--- src/rtl/core/tsfm_pkg.sv ---
package tsfm_pkg;

   localparam int ADC_BITS    = 12;
   localparam int SUM_W       = ADC_BITS + 2;
   localparam int GROUP_LEN   = 3;
   localparam int BURST_LEN   = 9;
   localparam int CNT_W       = 4;
   localparam int THR_W       = 12;
   localparam int CFG_W       = 32;
   localparam int CSR_IDX_W   = 3;
   localparam int FRAC_BITS   = 16;
   localparam int DISP_W      = 16;
   localparam int CMP_W       = (ADC_BITS > THR_W) ? ADC_BITS : THR_W;
   localparam int RECIP_SHIFT = SUM_W + 1;
   localparam int RECIP3      = ((1 << RECIP_SHIFT) + GROUP_LEN - 1) / GROUP_LEN;
   localparam int DIV_W       = SUM_W + RECIP_SHIFT;
   localparam int PROD_W      = CFG_W + ADC_BITS + 1;
   localparam int ACC_W       = PROD_W + 2;
   localparam int QUOT_W      = ACC_W - FRAC_BITS;

   localparam logic signed [CFG_W-1:0] RST_GAIN_XX = -32'sd5427;
   localparam logic signed [CFG_W-1:0] RST_GAIN_XY = 32'sd52;
   localparam logic signed [CFG_W-1:0] RST_OFF_X   = 32'sd21324460;
   localparam logic signed [CFG_W-1:0] RST_GAIN_YX = 32'sd537;
   localparam logic signed [CFG_W-1:0] RST_GAIN_YY = 32'sd8424;
   localparam logic signed [CFG_W-1:0] RST_OFF_Y   = -32'sd2188524;
   localparam logic [THR_W-1:0]        RST_THRESH  = 12'd2;

   typedef enum logic [CSR_IDX_W-1:0] {
      CSR_GAIN_X_FROM_X     = 3'd0,
      CSR_GAIN_X_FROM_Y     = 3'd1,
      CSR_OFFSET_X          = 3'd2,
      CSR_GAIN_Y_FROM_X     = 3'd3,
      CSR_GAIN_Y_FROM_Y     = 3'd4,
      CSR_OFFSET_Y          = 3'd5,
      CSR_OUTLIER_THRESHOLD = 3'd6
   } csr_index_type;

   typedef enum logic [1:0] {
      STATUS_OK     = 2'd0,
      STATUS_NOISY  = 2'd1,
      STATUS_PEN_UP = 2'd2
   } status_type;

   typedef logic [ADC_BITS-1:0] sample_type;
   typedef logic [SUM_W-1:0]    sum_type;

   typedef struct packed {
      logic signed [CFG_W-1:0] gain_xx;
      logic signed [CFG_W-1:0] gain_xy;
      logic signed [CFG_W-1:0] off_x;
      logic signed [CFG_W-1:0] gain_yx;
      logic signed [CFG_W-1:0] gain_yy;
      logic signed [CFG_W-1:0] off_y;
      logic [THR_W-1:0]        threshold;
   } cfg_type;

   typedef struct packed {
      logic             pen_up;
      sum_type [2:0]    x_sum;
      sum_type [2:0]    y_sum;
   } burst_type;

   typedef struct packed {
      logic             pen_up;
      sample_type [2:0] x_avg;
      sample_type [2:0] y_avg;
   } avg_type;

   typedef struct packed {
      status_type status;
      sample_type raw_x;
      sample_type raw_y;
   } point_type;

   typedef struct packed {
      logic       ok;
      sample_type value;
   } axis_type;

   // truncating divide by three through the reciprocal
   function automatic sample_type div3(sum_type s);
      logic [DIV_W-1:0] p;
      p = DIV_W'(s) * DIV_W'(RECIP3);
      return ADC_BITS'(p >> RECIP_SHIFT);
   endfunction

   function automatic sample_type absdiff(sample_type a, sample_type b);
      return (a > b) ? (a - b) : (b - a);
   endfunction

   function automatic axis_type filter_axis(sample_type [2:0] a, logic [THR_W-1:0] thr);
      sample_type      d0;
      sample_type      d1;
      sample_type      d2;
      logic [ADC_BITS:0] pair;
      axis_type        r;
      d0 = absdiff(a[0], a[1]);
      d1 = absdiff(a[1], a[2]);
      d2 = absdiff(a[2], a[0]);
      r.ok = !((CMP_W'(d0) > CMP_W'(thr)) && (CMP_W'(d1) > CMP_W'(thr))
               && (CMP_W'(d2) > CMP_W'(thr)));
      if (d0 < d1) begin
         if (d2 < d0) pair = {1'b0, a[0]} + {1'b0, a[2]};
         else         pair = {1'b0, a[0]} + {1'b0, a[1]};
      end else if (d2 < d1) begin
         pair = {1'b0, a[0]} + {1'b0, a[2]};
      end else begin
         pair = {1'b0, a[1]} + {1'b0, a[2]};
      end
      r.value = pair[ADC_BITS:1];
      return r;
   endfunction

   // Q31.16 sum truncated toward zero, saturated to the display width
   function automatic logic signed [DISP_W-1:0] to_display(logic signed [ACC_W-1:0] acc);
      logic signed [QUOT_W-1:0] q;
      logic                     over;
      q = QUOT_W'(acc >>> FRAC_BITS);
      if (acc[ACC_W-1] && (|acc[FRAC_BITS-1:0])) q = q + QUOT_W'(1);
      over = !((&q[QUOT_W-1:DISP_W-1]) || !(|q[QUOT_W-1:DISP_W-1]));
      if (over && !q[QUOT_W-1]) return {1'b0, {(DISP_W-1){1'b1}}};
      if (over)                 return {1'b1, {(DISP_W-1){1'b0}}};
      return q[DISP_W-1:0];
   endfunction

endpackage

--- src/rtl/core/tsfm_if.sv ---


interface tsfm_rsp_if;
   import tsfm_pkg::*;
   logic                     valid;
   logic                     ready;
   logic [1:0]               burst_status;
   sample_type               filtered_raw_x;
   sample_type               filtered_raw_y;
   logic signed [DISP_W-1:0] display_x;
   logic signed [DISP_W-1:0] display_y;
   modport source(output valid, output burst_status, output filtered_raw_x,
                  output filtered_raw_y, output display_x, output display_y,
                  input ready);
   modport sink(input valid, input burst_status, input filtered_raw_x,
                input filtered_raw_y, input display_x, input display_y,
                output ready);
endinterface

--- src/rtl/core/tsfm_map.sv ---
module tsfm_map (
   input  logic                  clock,
   input  logic                  reset,
   input  tsfm_pkg::cfg_type     cfg,
   input  logic                  point_valid,
   output logic                  point_ready,
   input  tsfm_pkg::point_type   point,
   tsfm_rsp_if.source            rsp
);
   import tsfm_pkg::*;

   logic                     prod_valid_ff;
   point_type                prod_point_ff;
   logic signed [PROD_W-1:0] p_xx_ff;
   logic signed [PROD_W-1:0] p_xy_ff;
   logic signed [PROD_W-1:0] p_yx_ff;
   logic signed [PROD_W-1:0] p_yy_ff;
   logic signed [ADC_BITS:0] op_x;
   logic signed [ADC_BITS:0] op_y;
   logic                     prod_load;
   logic                     out_load;
   logic                     out_valid_ff;
   point_type                out_point_ff;
   logic signed [DISP_W-1:0] disp_x_ff;
   logic signed [DISP_W-1:0] disp_y_ff;
   logic signed [DISP_W-1:0] disp_x_in;
   logic signed [DISP_W-1:0] disp_y_in;
   logic signed [ACC_W-1:0]  acc_x;
   logic signed [ACC_W-1:0]  acc_y;

   assign out_load    = !out_valid_ff || rsp.ready;
   assign prod_load   = !prod_valid_ff || out_load;
   assign point_ready = prod_load;
   assign op_x        = $signed({1'b0, point.raw_x});
   assign op_y        = $signed({1'b0, point.raw_y});

   always_comb begin
      acc_x = ACC_W'(p_xx_ff) + ACC_W'(p_xy_ff) + ACC_W'(cfg.off_x);
      acc_y = ACC_W'(p_yx_ff) + ACC_W'(p_yy_ff) + ACC_W'(cfg.off_y);
      disp_x_in = '0;
      disp_y_in = '0;
      if (prod_point_ff.status == STATUS_OK) begin
         disp_x_in = to_display(acc_x);
         disp_y_in = to_display(acc_y);
      end
   end

   always_ff @(posedge clock) begin
      if (reset) begin
         prod_valid_ff <= 1'b0;
         out_valid_ff  <= 1'b0;
      end else begin
         if (prod_load) prod_valid_ff <= point_valid;
         if (out_load)  out_valid_ff  <= prod_valid_ff;
      end
      if (prod_load && point_valid) begin
         prod_point_ff <= point;
         p_xx_ff       <= PROD_W'(cfg.gain_xx) * PROD_W'(op_x);
         p_xy_ff       <= PROD_W'(cfg.gain_xy) * PROD_W'(op_y);
         p_yx_ff       <= PROD_W'(cfg.gain_yx) * PROD_W'(op_x);
         p_yy_ff       <= PROD_W'(cfg.gain_yy) * PROD_W'(op_y);
      end
      if (out_load && prod_valid_ff) begin
         out_point_ff <= prod_point_ff;
         disp_x_ff    <= disp_x_in;
         disp_y_ff    <= disp_y_in;
      end
   end

   assign rsp.valid          = out_valid_ff;
   assign rsp.burst_status   = out_point_ff.status;
   assign rsp.filtered_raw_x = out_point_ff.raw_x;
   assign rsp.filtered_raw_y = out_point_ff.raw_y;
   assign rsp.display_x      = disp_x_ff;
   assign rsp.display_y      = disp_y_ff;

   a_reject_display: assert property (@(posedge clock) disable iff (reset)
      (out_valid_ff && out_point_ff.status != STATUS_OK)
         |-> (disp_x_ff == '0) && (disp_y_ff == '0))
      else $error("rejected word carries display data");

endmodule

--- src/flat_wrapper.sv ---
// flat-port wrapper written by rule: the top's interface ports become plain ports
module tsfm_map_flat import tsfm_pkg::*;
  (clock, reset, cfg, point_valid, point_ready, point, rsp_valid, rsp_burst_status, rsp_filtered_raw_x, rsp_filtered_raw_y, rsp_display_x, rsp_display_y, rsp_ready);
  tsfm_rsp_if rsp_i ();
  input  logic clock;
  input  logic reset;
  input  tsfm_pkg::cfg_type cfg;
  input  logic point_valid;
  output logic point_ready;
  input  tsfm_pkg::point_type point;
  output wire logic [$bits(rsp_i.valid)-1:0] rsp_valid;
  output wire logic [$bits(rsp_i.burst_status)-1:0] rsp_burst_status;
  output wire logic [$bits(rsp_i.filtered_raw_x)-1:0] rsp_filtered_raw_x;
  output wire logic [$bits(rsp_i.filtered_raw_y)-1:0] rsp_filtered_raw_y;
  output wire logic [$bits(rsp_i.display_x)-1:0] rsp_display_x;
  output wire logic [$bits(rsp_i.display_y)-1:0] rsp_display_y;
  input wire logic [$bits(rsp_i.ready)-1:0] rsp_ready;
  assign rsp_valid = rsp_i.valid;
  assign rsp_burst_status = rsp_i.burst_status;
  assign rsp_filtered_raw_x = rsp_i.filtered_raw_x;
  assign rsp_filtered_raw_y = rsp_i.filtered_raw_y;
  assign rsp_display_x = rsp_i.display_x;
  assign rsp_display_y = rsp_i.display_y;
  assign rsp_i.ready = rsp_ready;
  tsfm_map u_core (.clock(clock), .reset(reset), .cfg(cfg), .point_valid(point_valid), .point_ready(point_ready), .point(point), .rsp(rsp_i));
endmodule
--- config.mk ---
export PLATFORM = sky130hd
export DESIGN_NAME = tsfm_map_flat
export DESIGN_NICKNAME = d
export VERILOG_FILES = /design/src/rtl/core/tsfm_pkg.sv /design/src/rtl/core/tsfm_if.sv /design/src/rtl/core/tsfm_map.sv /design/src/flat_wrapper.sv
export SDC_FILE = /design/constraint.sdc
export NUM_CORES = 2
export LEC_CHECK = 0
export BUFFER_PORTS_ARGS = -buffer_cell sky130_fd_sc_hd__buf_2
export CORE_MARGIN = 5
export CORE_UTILIZATION = 45
export CTS_CLUSTER_SIZE = 14
export DETAILED_ROUTE_END_ITERATION = 8
export REMOVE_ABC_BUFFERS = 1
export SETUP_SLACK_MARGIN = 0.02
export SYNTH_ARGS = -nofsm -noshare
export SYNTH_HDL_FRONTEND = slang
export SYNTH_SLANG_ARGS = --single-unit
--- constraint.sdc ---
create_clock -name clock -period 21.7 [get_ports clock]
set_clock_uncertainty 0.15 [all_clocks]
set_input_delay 4.34 -clock clock [delete_from_list [all_inputs] [get_ports clock]]
set_output_delay 4.34 -clock clock [all_outputs]
set_load 0.05 [all_outputs]
Word level (Yosys, flattened, before mapping) --
Cells that the tools add are included. W data, S select, Z words.
Word-level totals: bits in registers 266, logic and storage cells 71
Operators by class: add/sub/neg operators 6, multipliers 4, multiplexer cells 22, reductions and logical operators 25
Operators with widths (number):
- $mul A32 B13 Y45 | 4
- $mux W16 | 8
- $mux W31 | 4
- $add A46 B32 Y47 | 2
- $add A45 B45 Y46 | 2
- $reduce_or A16 Y1 | 4
- $add A31 B2 Y31 const B | 2
- $reduce_and A16 Y1 | 2
- $mux W1 | 10
- $logic_not A1 Y1 | 8
- $logic_and A1 B1 Y1 | 6
- $logic_or A1 B1 Y1 | 4
- $logic_not A2 Y1 | 1

Longest topological paths before layout --
depth after elaboration 17, depth in mapped cells 28

Least setup slack after synthesis --
Ideal clock, no wire load.
path type input -> register, from in point[13] (netlist name), to reg u_core.p_yx_ff[44], data pin, setup time 0.260 ns, data arrival time 10.597 ns, required time 21.290 ns, path slack 10.694 ns, cell stages on the path 25, path buffers 2, path through clkbuf_1 -> clkbuf_1 -> nand2_1 -> fa_1 -> inv_1 -> fa_1 -> fa_1 -> inv_1 -> fa_1 -> fa_1 -> inv_1 -> ha_1 -> inv_1 -> o21bai_1 -> a211oi_1 -> o311ai_0 -> a31oi_1 -> o21ai_0 -> a221oi_1 -> o21ai_0 -> a311o_1 -> a311o_1 -> a221o_1 -> a21oi_1 -> xnor2_1
On the way: longest elaborated chain between the ends 1
Ends and longest elaborated chain:
- from (decl) | RTL line flat_wrapper.sv:10 | input tsfm_pkg::point_type point;
- $mul A32 B13 Y45 | RTL line tsfm_map.sv:60 | p_yx_ff <= PROD_W'(cfg.gain_yx) * PROD_W'(op_x);
- to (signal assigned) | RTL line tsfm_map.sv:60
- to (decl) | RTL line tsfm_map.sv:16 | logic signed [PROD_W-1:0] p_yx_ff;
Every way passes these cells. A chain may end at the register's enable or synchronous reset.

Worst setup path after layout --
from in point[14] (netlist name), to reg u_core.p_xx_ff[41], data pin
On the way: longest elaborated chain between the ends 1
Ends and longest elaborated chain:
- $mul A32 B13 Y45 | RTL line tsfm_map.sv:58 | p_xx_ff <= PROD_W'(cfg.gain_xx) * PROD_W'(op_x);
- to (signal assigned) | RTL line tsfm_map.sv:58
- to (decl) | RTL line tsfm_map.sv:14 | logic signed [PROD_W-1:0] p_xx_ff;
Every way passes these cells.

==> metrics.log <==
[metrics] overflow left after global routing: 0
[metrics] area taken by multi-input logic gates: 54,400 um2
[metrics] via count of the first global-routing pass: 55,500
[metrics] Hold Startpoint: u_core.prod_point_ff[23]
[metrics] post-synthesis area per instance: 9.29 um2
[metrics] maximum count of clock buffers along a single path: 3
[metrics] RSZ-0062 raised after global routing: no
[metrics] global-route wire length before repair: 294 mm
[metrics] number of pins with negative max-slew slack in the final report: 0
[metrics] sort of element at the start of the critical path: input pin
[metrics] register area share after synthesis: 0.115
[metrics] DRC Markers: 0
[metrics] area occupied by registers: 7970 um2
[metrics] met3 global-route usage: 0.0225
[metrics] Crit Path Max Fanout: 42
[metrics] result of the run: finished clean
[metrics] starting utilization of the core area: 0.454
[metrics] worst-case hold slack: 0.267 ns
[metrics] actual transition at the worst max-transition pin: 1.10 ns
[metrics] largest stage delay on the critical path: 0.71 ns
[metrics] top_reg_cell synth: edfxtp_1
[metrics] required time of the critical path: 21.87 ns
[metrics] number of standard cells after synthesis: 7,439
[metrics] number of fill cells in the layout: 14,500
[metrics] Reg2Reg Launch Point: u_core.p_xx_ff[1]
[metrics] share of synthesized flip-flops with an asynchronous set or reset: 0
[metrics] Root Driver: clkbuf_16
[metrics] wire length per cell: 18.9 um
[metrics] signed area change from the synthesized netlist to the final layout: 6.00%
[metrics] row count: 143
[metrics] GRT busiest layer: met2
[metrics] class of the most critical hold timing path: reg -> reg
[metrics] number of enable-type register cells in the synthesized netlist: 264
[metrics] maximum achievable frequency: 0.0842 GHz
[metrics] Worst Path Class, Setup: in -> reg
[metrics] terminus of the critical flop-to-flop path: u_core.rsp.display_x[9]
[metrics] antenna violations before repair: 20
[metrics] worst hold path depth: 0
[metrics] count of TritonRoute iterations in the first routing pass: 5
[metrics] Hold Vio Cnt, Final: 0
[metrics] overall die height: 402 um
[metrics] total standard cell area after synthesis: 69,100 um2
[metrics] final estimated routing congestion in global placement: 0.896
[metrics] headroom to the max-slew limit: 0.263
[metrics] initial drt markers: 2,678
[metrics] dpl hpwl: 147 mm
[metrics] CTS tree: built
[metrics] CTS clk-pin slew, worst paths: 0.07 ns
[metrics] crit-path most repeated cell: inv_1
[metrics] H-tree depth: 2
[metrics] wirelength, routed: 180 mm
[metrics] number of maximum-capacitance violations: 0
[metrics] end point of the worst hold path: u_core.rsp.filtered_raw_x[11]
[metrics] Final Critical Period: 11.88 ns
[metrics] via count: 50,300
[metrics] number of vias per cell: 5.29
[metrics] width of the chip: 402 um
[metrics] quantity of I/O buffers inserted on ports: 281
[metrics] total setup buffers inserted after CTS: 0
[metrics] r2r worst-path depth: 18
[metrics] clock net sink count: 266
[metrics] GR Util met1: 0.278
[metrics] unique cell type count in the Yosys netlist: 102
[metrics] overall die area: 162,000 um2
[metrics] Final setup violation count: 0
[metrics] post_cts resized: 0
[metrics] flop2flop setup slack: 14.55 ns
[metrics] slowest cell on the critical path: o41ai_1
[metrics] pin count of the biggest net entering global routing: 66
[metrics] clock latency on the worst-skew pair: 0.58 ns
[metrics] I/O pin count: 294
[metrics] share of the clock period used by the worst path: 0.548
[metrics] hold buffers post-CTS: 0
[metrics] capturing element type of the critical path: flop
[metrics] number of clock buffers inserted by TritonCTS: 37
[metrics] number of synthesized register bits: 266
[metrics] count of warnings emitted by yosys: 0
[metrics] ANT nets after route: 0
[metrics] total negative slack for setup checks: 0 ns
[metrics] Core ar.: 152,000 um2
[metrics] met2 track utilization from global routing: 0.417
[metrics] fraction of final layout cells with drive strength greater than 1: 0.0583
[metrics] all-layer global routing usage: 0.226
[metrics] data arrival time at the worst-slack endpoint: 12.05 ns
[metrics] final net count: 9,603
cell usage in the layout (no fill, tap or decap), drive strengths merged, types with 18 or more instances in the layout:
cell and n:
o31ai 22, nand2b 43, a211oi 30, nand2 1111
nor2b 33, nor4 21, inv 1449, edfxtp 264
nor2 189, a31oi 23, a21o 107, nor3 78
o21ai 133, and2 628, nand3 71, fa 1444
a21oi 254, o21bai 37, clkbuf 42, buf 315
or3 18, nand4 55, ha 488, xor2 85
xnor2 177, and3 34, o21a 29
per-stage QoR:
| stage | worst slack (ns) | util | cells | area [um2] |
|---|---|---|---|---|
| 4_1_cts | 9.83 | 0.481 | 9496 | 73200 |
| 3_5_place_dp | 9.23 | 0.473 | 9428 | 72000 |
| 3_3_place_gp | 9.30 | 0.473 | 9428 | 72000 |
| 6_report | 9.82 | 0.481 | 9509 | 73300 |
| 5_1_grt | 9.24 | 0.481 | 9496 | 73200 |
| 2_1_floorplan | 11.25 | - | 7083 | 67800 |
critical path: cells and delay by family:
| kind | cells | cell delay [ns] |
|---|---|---|
| and+or+nand+nor | 1 | 0.17 |
| AOI/OAI and AO/OA | 11 | 3.49 |
| buffers and inverters | 7 | 1.25 |
| adders and majority gates | 6 | 2.56 |
| xor gates and xnor gates | 1 | 0.15 |
worst max path at each step:
| stage | start | end | slack [ns] |
|---|---|---|---|
| after CTS | point[14] | u_core.p_xx_ff[41] | 9.83 |
| after global routing | point[14] | u_core.p_xx_ff[41] | 9.24 |
| after global placement | point[14] | u_core.p_xx_ff[41] | 9.30 |
| after floorplan | cfg[83] | u_core.p_yx_ff[44] | 11.25 |
| after detailed placement | point[14] | u_core.p_xx_ff[41] | 9.23 |
| final | point[14] | u_core.p_xx_ff[41] | 9.82 |
cell type report:
| class | instances | area share |
|---|---|---|
| multi-input combinational | 5373 | 0.742 |
| sequential | 266 | 0.109 |
| inverter | 1444 | 0.0740 |
| tap | 2030 | 0.0347 |
| timing repair buffer | 315 | 0.0227 |
| clock buffer | 42 | 0.0132 |
| clock inverter | 26 | 0.00434 |
| antenna | 13 | 0.000444 |
registers in the layout, indices dropped and copies added (netlist names):
signal / flops
u_core.prod_point_ff: 26
u_core.p_yy_ff: 45
u_core.rsp.display_y: 16
u_core.p_xx_ff: 45
u_core.rsp.valid: 1
u_core.rsp.filtered_raw_y: 12
u_core.rsp.burst_status: 2
u_core.p_yx_ff: 45
u_core.prod_valid_ff: 1
u_core.rsp.filtered_raw_x: 12
u_core.p_xy_ff: 45
u_core.rsp.display_x: 16
metal layers:
layer  share of wire  vias up
li1                -    23100
met1            0.39    26000
met2            0.52     1045
met3           0.047      261
met4           0.038        2
met5        0.000072        -
cell families after synthesis:
logic type                 count (synthesis)  share of synthesized area
xor gates and xnor gates                 262                     0.0334
and+or+nand+nor                         2355                      0.167
adders and majority gates               1932                      0.506
DFF                                      266                      0.115
AOI/OAI and AO/OA                        811                     0.0778
muxes                                     13                    0.00194
buffers and inverters                   1800                     0.0984
synthesized netlist by cell type (17+ instances only):
cell | count | area, um2
or3_1 | 17 | 106
and2_1 | 626 | 3920
nand4_1 | 53 | 332
nor2b_1 | 33 | 206
clkbuf_1 | 338 | 1270
nor2_1 | 189 | 709
o31ai_1 | 20 | 150
xor2_1 | 85 | 744
edfxtp_1 | 264 | 7930
a21o_1 | 106 | 796
ha_1 | 488 | 6110
nor4_1 | 17 | 106
o21a_1 | 29 | 218
nand2_1 | 1111 | 4170
o21bai_1 | 37 | 278
nor3_1 | 76 | 380
o21ai_0 | 122 | 611
a21oi_1 | 254 | 1270
nand3_1 | 69 | 345
a31oi_1 | 23 | 144
a211oi_1 | 29 | 218
nand2b_1 | 43 | 269
and3_1 | 33 | 206
xnor2_1 | 175 | 1530
inv_1 | 1444 | 5420
fa_1 | 1444 | 28900
Power is left out: the tool's default activity adds up to more than one toggle a clock period on the data nets, which glitch-free logic cannot reach.
